File: config.mk
export PLATFORM = sky130hd
export DESIGN_NAME = sound_envelope_generator_unit
export DESIGN_NICKNAME = d
export VERILOG_FILES = /design/src/sv/segu_pkg.sv /design/src/sv/sound_envelope_generator_unit.sv /design/src/sv/segu_core.sv
export SDC_FILE = /design/constraint.sdc
export NUM_CORES = 1
export LEC_CHECK = 0
export BUFFER_PORTS_ARGS = -buffer_cell sky130_fd_sc_hd__buf_2
export CAP_MARGIN = 10
export CELL_PAD_IN_SITES_DETAIL_PLACEMENT = 2
export CELL_PAD_IN_SITES_GLOBAL_PLACEMENT = 2
export CORE_UTILIZATION = 42
export CTS_CLUSTER_SIZE = 8
export DETAILED_ROUTE_END_ITERATION = 10
export GPL_ROUTABILITY_DRIVEN = 0
export PLACE_DENSITY = 0.95
export SLEW_MARGIN = 40
export SYNTH_ARGS = -nofsm -noshare
export SYNTH_HDL_FRONTEND = slang
export SYNTH_SLANG_ARGS = --single-unit
File: constraint.sdc
create_clock -name clk_i -period 6.2 [get_ports clk_i]
set_input_delay 1.24 -clock clk_i [delete_from_list [all_inputs] [get_ports clk_i]]
set_output_delay 1.24 -clock clk_i [all_outputs]
set_load 0.1 [all_outputs]
File: src/sv/segu_pkg.sv
// Shared types and codes for the sound envelope generator.
package segu_pkg;

  typedef enum logic [1:0] {
    OP_WRITE    = 2'd0,
    OP_INT_TICK = 2'd1,
    OP_EXT_TICK = 2'd2,
    OP_NONE     = 2'd3
  } op_e;

  localparam logic [7:0] CtlEnable  = 8'h80;
  localparam logic [7:0] CtlExtClk  = 8'h20;
  localparam logic [7:0] CtlThreeBit = 8'h10;
  localparam logic [3:0] LevelTop4  = 4'd15;
  localparam logic [3:0] LevelTop3  = 4'd14;
  localparam logic [3:0] LastStep   = 4'd15;

  typedef struct packed {
    logic [1:0] op;
    logic [7:0] control_byte;
  } in_item_t;

  typedef struct packed {
    logic [3:0] left_level;
    logic [3:0] right_level;
    logic       active;
  } out_item_t;

  typedef struct packed {
    logic       enabled;
    logic       ok_for_new;
    logic       pending_valid;
    logic [7:0] pending_byte;
    logic       ended;
    logic       phase_index;
    logic [3:0] step_position;
    logic [2:0] waveform_sel;
    logic       three_bit_mode;
    logic       invert_right;
    logic       external_clock;
    logic [3:0] left_reg;
    logic [3:0] right_reg;
  } env_state_t;

endpackage

File: src/sv/sound_envelope_generator_unit.sv
// Top level of the sound envelope generator: handshake and result register.
// The result of an item is registered and offered in the cycle after it is accepted.
// Throughput: one item per cycle while the output is not stalled; the state update is a single registered step.
// A new item is taken whenever the result register is empty or being drained.
// Reset (rst_ni low, asynchronous) disables the envelope, marks it ended
// and clears all levels and the pending control byte.
module sound_envelope_generator_unit (
  input  logic                clk_i,
  input  logic                rst_ni,
  input  logic                in_valid_i,
  output logic                in_ready_o,
  input  segu_pkg::in_item_t  in_data_i,
  output logic                out_valid_o,
  input  logic                out_ready_i,
  output segu_pkg::out_item_t out_data_o
);
  import segu_pkg::*;

  logic      accept;
  logic      out_valid_q, out_valid_d;
  out_item_t out_q, res;

  assign in_ready_o = !out_valid_q || out_ready_i;
  assign accept     = in_valid_i && in_ready_o;

  segu_core u_core (
    .clk_i    (clk_i),
    .rst_ni   (rst_ni),
    .accept_i (accept),
    .item_i   (in_data_i),
    .result_o (res)
  );

  always_comb begin
    out_valid_d = out_valid_q;
    if (accept) out_valid_d = 1'b1;
    else if (out_ready_i) out_valid_d = 1'b0;
  end

  always_ff @(posedge clk_i or negedge rst_ni) begin
    if (!rst_ni) begin
      out_valid_q <= 1'b0;
    end else begin
      out_valid_q <= out_valid_d;
    end
  end

  always_ff @(posedge clk_i) begin
    if (accept) out_q <= res;
  end

  assign out_valid_o = out_valid_q;
  assign out_data_o  = out_q;

endmodule

File: src/sv/segu_core.sv
// Envelope state register and per-item update logic.
module segu_core (
  input  logic                clk_i,
  input  logic                rst_ni,
  input  logic                accept_i,
  input  segu_pkg::in_item_t  item_i,
  output segu_pkg::out_item_t result_o
);
  import segu_pkg::*;

  localparam env_state_t StReset = '{ended: 1'b1, default: '0};

  env_state_t st_q, st_d;

  function automatic logic [3:0] level4(logic [2:0] w, logic ph, logic [3:0] p);
    logic [3:0] l;
    unique case (w)
      3'd0:       l = 4'd0;
      3'd1:       l = 4'd15;
      3'd2, 3'd3: l = ph ? 4'd0 : (LevelTop4 - p);
      3'd4, 3'd5: l = ph ? (LevelTop4 - p) : p;
      default:    l = ph ? 4'd0 : p;
    endcase
    return l;
  endfunction

  function automatic env_state_t upd_levels(env_state_t s);
    env_state_t r;
    logic [3:0] l;
    logic [3:0] top;
    r   = s;
    l   = level4(s.waveform_sel, s.phase_index, s.step_position);
    top = s.three_bit_mode ? LevelTop3 : LevelTop4;
    if (s.three_bit_mode) l = l & 4'd14;
    r.left_reg  = l;
    r.right_reg = s.invert_right ? (top - l) : l;
    return r;
  endfunction

  function automatic env_state_t load_byte(env_state_t s, logic [7:0] b);
    env_state_t r;
    r = s;
    r.phase_index    = 1'b0;
    r.step_position  = 4'd0;
    r.waveform_sel   = b[3:1];
    r.invert_right   = b[0];
    r.external_clock = |(b & CtlExtClk);
    r.three_bit_mode = |(b & CtlThreeBit);
    r.enabled        = |(b & CtlEnable);
    r.ended          = ~r.enabled;
    return upd_levels(r);
  endfunction

  function automatic env_state_t do_tick(env_state_t s);
    env_state_t r;
    logic       two_ph;
    logic [4:0] pos;
    r      = s;
    two_ph = (s.waveform_sel == 3'd4) || (s.waveform_sel == 3'd5);
    pos    = {1'b0, s.step_position} + (s.three_bit_mode ? 5'd2 : 5'd1);
    if (s.ended) begin
      r.phase_index   = two_ph;
      r.step_position = LastStep;
      r.ok_for_new    = 1'b1;
    end else begin
      if (pos[4]) begin
        r.step_position = pos[3:0];
        if (s.phase_index || !two_ph) begin
          r.ok_for_new = 1'b1;
          if (!s.waveform_sel[0]) begin
            r.ended         = 1'b1;
            r.phase_index   = two_ph;
            r.step_position = LastStep;
          end else begin
            r.phase_index = 1'b0;
          end
        end else begin
          r.phase_index = 1'b1;
          r.ok_for_new  = 1'b0;
        end
      end else begin
        r.step_position = pos[3:0];
        r.ok_for_new    = 1'b0;
      end
      if (r.pending_valid && r.ok_for_new) begin
        r.pending_valid = 1'b0;
        r.ok_for_new    = 1'b0;
        r = load_byte(r, r.pending_byte);
      end else begin
        r = upd_levels(r);
      end
    end
    return r;
  endfunction

  function automatic env_state_t do_write(env_state_t s, logic [7:0] b);
    env_state_t r;
    r = s;
    r.three_bit_mode = |(b & CtlThreeBit);
    r.enabled        = |(b & CtlEnable);
    if (!r.enabled) begin
      r.phase_index   = 1'b0;
      r.step_position = 4'd0;
      r.ended         = 1'b1;
      r.ok_for_new    = 1'b1;
      r.pending_valid = 1'b1;
      r.pending_byte  = b;
      r = upd_levels(r);
    end else if (r.ok_for_new) begin
      r = load_byte(r, b);
      r.pending_valid = 1'b0;
      r.ok_for_new    = 1'b0;
    end else begin
      r = upd_levels(r);
      r.pending_valid = 1'b1;
      r.pending_byte  = b;
    end
    return r;
  endfunction

  always_comb begin
    st_d = st_q;
    if (accept_i) begin
      unique case (op_e'(item_i.op))
        OP_WRITE: st_d = do_write(st_q, item_i.control_byte);
        OP_INT_TICK: begin
          if (st_q.enabled && !st_q.external_clock) st_d = do_tick(st_q);
        end
        OP_EXT_TICK: begin
          if (st_q.enabled && st_q.external_clock) st_d = do_tick(st_q);
        end
        OP_NONE: st_d = st_q;
      endcase
    end
  end

  always_ff @(posedge clk_i or negedge rst_ni) begin
    if (!rst_ni) begin
      st_q <= StReset;
    end else begin
      st_q <= st_d;
    end
  end

  assign result_o.left_level  = st_d.left_reg;
  assign result_o.right_level = st_d.right_reg;
  assign result_o.active      = st_d.enabled;

endmodule
==> metrics.txt <==
clk_lat worst skew=300 ps; chip width=87.7 um; Nets=375; run status=finished, final reports clean; fmax=231 MHz; # diodes=0; Post-Syn Area=0.00308 mm^2; Synth area leaders=dfrtp_1 (24%), ha_1 (11%), edfxtp_1 (8.8%), mux4_1 (4.3%), nand2_1 (4.1%); EDFF count, synth=9; Layout area overhead=9.13%; CP Data Required Time=6300 ps; clock skew=16.4 ps; worst-path fanout max=9; Post-synth top flop=dfrtp_1; io pins=25; post-cts resize count=0; Die Area=0.00769 mm^2; RSZ-0062 raised after global routing=false; Num CTS Buffers=5; Max VDD drop=roughly 0.11 mV; P per Cell Area=252 mW/mm^2; first-pass GRT wire length=17.3 mm; Syn Inst Count=314; CTS tree=built; Hold Startpoint=u_core.st_q[6]; row count=30; final cell count without fillers=429; vias per std cell=6.25; pre-CTS setup slack=1820 ps; post-synth cell types=61; ANT nets after route=0; Min-Delay Path Class=register to register; total number of vias=2682; Final period util=0.698; most common cell in the netlist=nand2_1; synth warn=0; Commonest cells post-synth=nand2_1 (34), dfrtp_1 (30), ha_1 (28); Yosys top cell area share=0.243; Initial Util=0.444; final max-slew violation count=0; gr usage total=0.304; Hold Vio Cnt, Final=0; pin count of the biggest net entering global routing=32; Max Cap Violations=0; Yosys reg bits=40; initial antenna violation count=0; worst reg2reg setup slack=1870 ps; grt total ovfl=0; final wirelength=roughly 11 mm; Cells after DPL=approximately 420; Worst setup EP type=register; fill cell total of the finished layout=764; cell accounting for the most synthesized area=dfrtp_1; multi-input logic area=between 0.0015 and 0.002 mm^2; Worst Tran Pin Value=842 ps; vias in the first global route=3006; Crit Path Class=register to register; Final WS setup=1870 ps; H-tree depth=2; FF/Latch Area=0.00105 mm^2; post-CTS setup buffers=0; Fin Setup TNS=0 ps; Hold EP=u_core.st_q[6]; die span in y=87.7 um; Mean Syn Cell Area=just under 10 um^2; worst hold stages=1; fin crit period=approximately 4300 ps; share of post-route cells with drive strength above 1=0.153; CTS Root Cell=clkbuf_8; clk sinks=40; # hold bufs at CTS=0; RR Endpoint=out_data_o[2]; TritonRoute pass-1 iters=4; Rel. slew slack=0.434; arrival time at the worst endpoint=4430 ps; Critical R2R Launch=u_core.st_q[10]; clock slew at reported path FFs=90 ps; setup violators final=0; Core ar.=0.00694 mm^2; CTS max path bufs=2; Lkg Pwr=roughly 1.4 nW; sequential-to-total area share from yosys stat=0.340; DP HPWL=7.93 mm; DR iter-0 viols=158; Post-route DRC=0; R2R cell count=14; routed length per instance=~25 um; input/output buffers=23; Async SR Flop Fraction=0.775; CP Launch Type=register
[cell type report]
| cell class | count | area share |
|---|---|---|
| Multi-Input combinational cell | 234 | 0.558 |
| Sequential cell | 40 | 0.311 |
| Inverter | 28 | 0.0312 |
| Timing Repair Buffer | 23 | 0.0342 |
| Tap cell | 96 | 0.0357 |
| Clock buffer | 8 | 0.0297 |
[kinds of logic (layout without fill, tap and decap cells)]
family | after synthesis | count (layout) | synth area share
AO/OA/AOI/OAI | 84 | 84 | 0.205
flip-flops | 40 | 40 | 0.340
adder cells (fa/ha/maj) | 29 | 29 | 0.120
XOR/XNOR | 6 | 6 | 0.0170
AND/OR/NAND/NOR | 87 | 87 | 0.140
multiplexers | 23 | 23 | 0.120
buffers and inverters | 43 | 59 | 0.0564
other | 2 | 5 | 0.00243
[metrics by stage]
| step | instance area (um^2) | utilization | total power [mW] | hold WS [ps] |
|---|---|---|---|---|
| 4_1_cts | 3360 | 0.484 | 0.847 | 507 |
| 3_3_place_gp | 3260 | 0.470 | 0.612 | 474 |
| 5_1_grt | 3370 | 0.485 | 0.888 | 539 |
| 2_1_floorplan | 3100 | - | 0.552 | 451 |
| 6_report | 3370 | 0.485 | 0.848 | 517 |
| 3_5_place_dp | 3260 | 0.470 | 0.643 | 487 |
[registers in the layout (all words and copies together) (netlist names)]
name / count
out_data_o: 9
out_valid_o: 1
u_core.st_q: 30
[critical path: stages (launching register included)]
cell	delay, ps
dfrtp_1	450
inv_1	120
ha_1	240
fa_1	270
nand3_1	190
a2111oi_0	590
a21oi_2	230
ha_1	360
inv_1	50
mux4_2	510
ha_1	320
nand2_1	60
o21ai_0	120
o311a_1	340
o211ai_1	260
[worst max path at each step]
| stage | startpoint | slack, ps | to | depth (start not counted) |
|---|---|---|---|---|
| floorplan | out_ready_i | 2480 | out_data_o[1] | 7 |
| global placement | u_core.st_q[10] | 2160 | out_data_o[4] | 12 |
| detailed placement | u_core.st_q[10] | 1820 | out_data_o[2] | 14 |
| CTS | u_core.st_q[10] | 1710 | out_data_o[2] | 14 |
| global route | u_core.st_q[10] | 1530 | out_data_o[2] | 14 |
| finish | u_core.st_q[10] | 1870 | out_data_o[2] | 14 |
[layout by cell type, fill, tap and decap left out, types with 2 or more instances in the layout]
| master | instances |
|---|---|
| nand2_1 | 34 |
| dfrtp_1 | 30 |
| ha_1 | 28 |
| inv_1 | 27 |
| buf_2 | 23 |
| o21ai_0 | 17 |
| nand3_1 | 11 |
| a21oi_1 | 11 |
| nor2_1 | 11 |
| edfxtp_1 | 9 |
| mux2i_1 | 7 |
| a22o_1 | 7 |
| clkbuf_8 | 7 |
| a211oi_1 | 6 |
| nor3_1 | 6 |
| xnor2_1 | 5 |
| mux4_1 | 5 |
| nand4_1 | 5 |
| mux2_2 | 5 |
| o211ai_1 | 5 |
| a31oi_1 | 5 |
| a22oi_1 | 5 |
| conb_1 | 5 |
| or3_1 | 4 |
| nand2b_1 | 4 |
| a2111oi_0 | 3 |
| mux4_2 | 3 |
| and3_1 | 3 |
| mux2_4 | 3 |
| o21bai_1 | 2 |
| o32ai_1 | 2 |
| nor2b_1 | 2 |
| a311oi_1 | 2 |
| o221ai_1 | 2 |
| o311ai_0 | 2 |
[layer usage]
| layer | vias up | part of all wire | track usage | wire length, um |
|---|---|---|---|---|
| li1 | 1195 | - | - | - |
| met1 | 1383 | 0.42 | 0.376 | 4590 |
| met2 | 80 | 0.51 | 0.540 | 5540 |
| met3 | 24 | 0.038 | 0.0481 | 417 |
| met4 | 0 | 0.027 | 0.0969 | 291 |
| met5 | - | 0 | 0 | 0 |
[power breakdown]
part           switching [mW]  internal, mW  leakage (nW)
clock network          0.0978         0.102        0.0515
logic                   0.204        0.0898         0.879
registers              0.0445         0.310         0.486
Note: power is estimated with default switching activity, not from simulation.
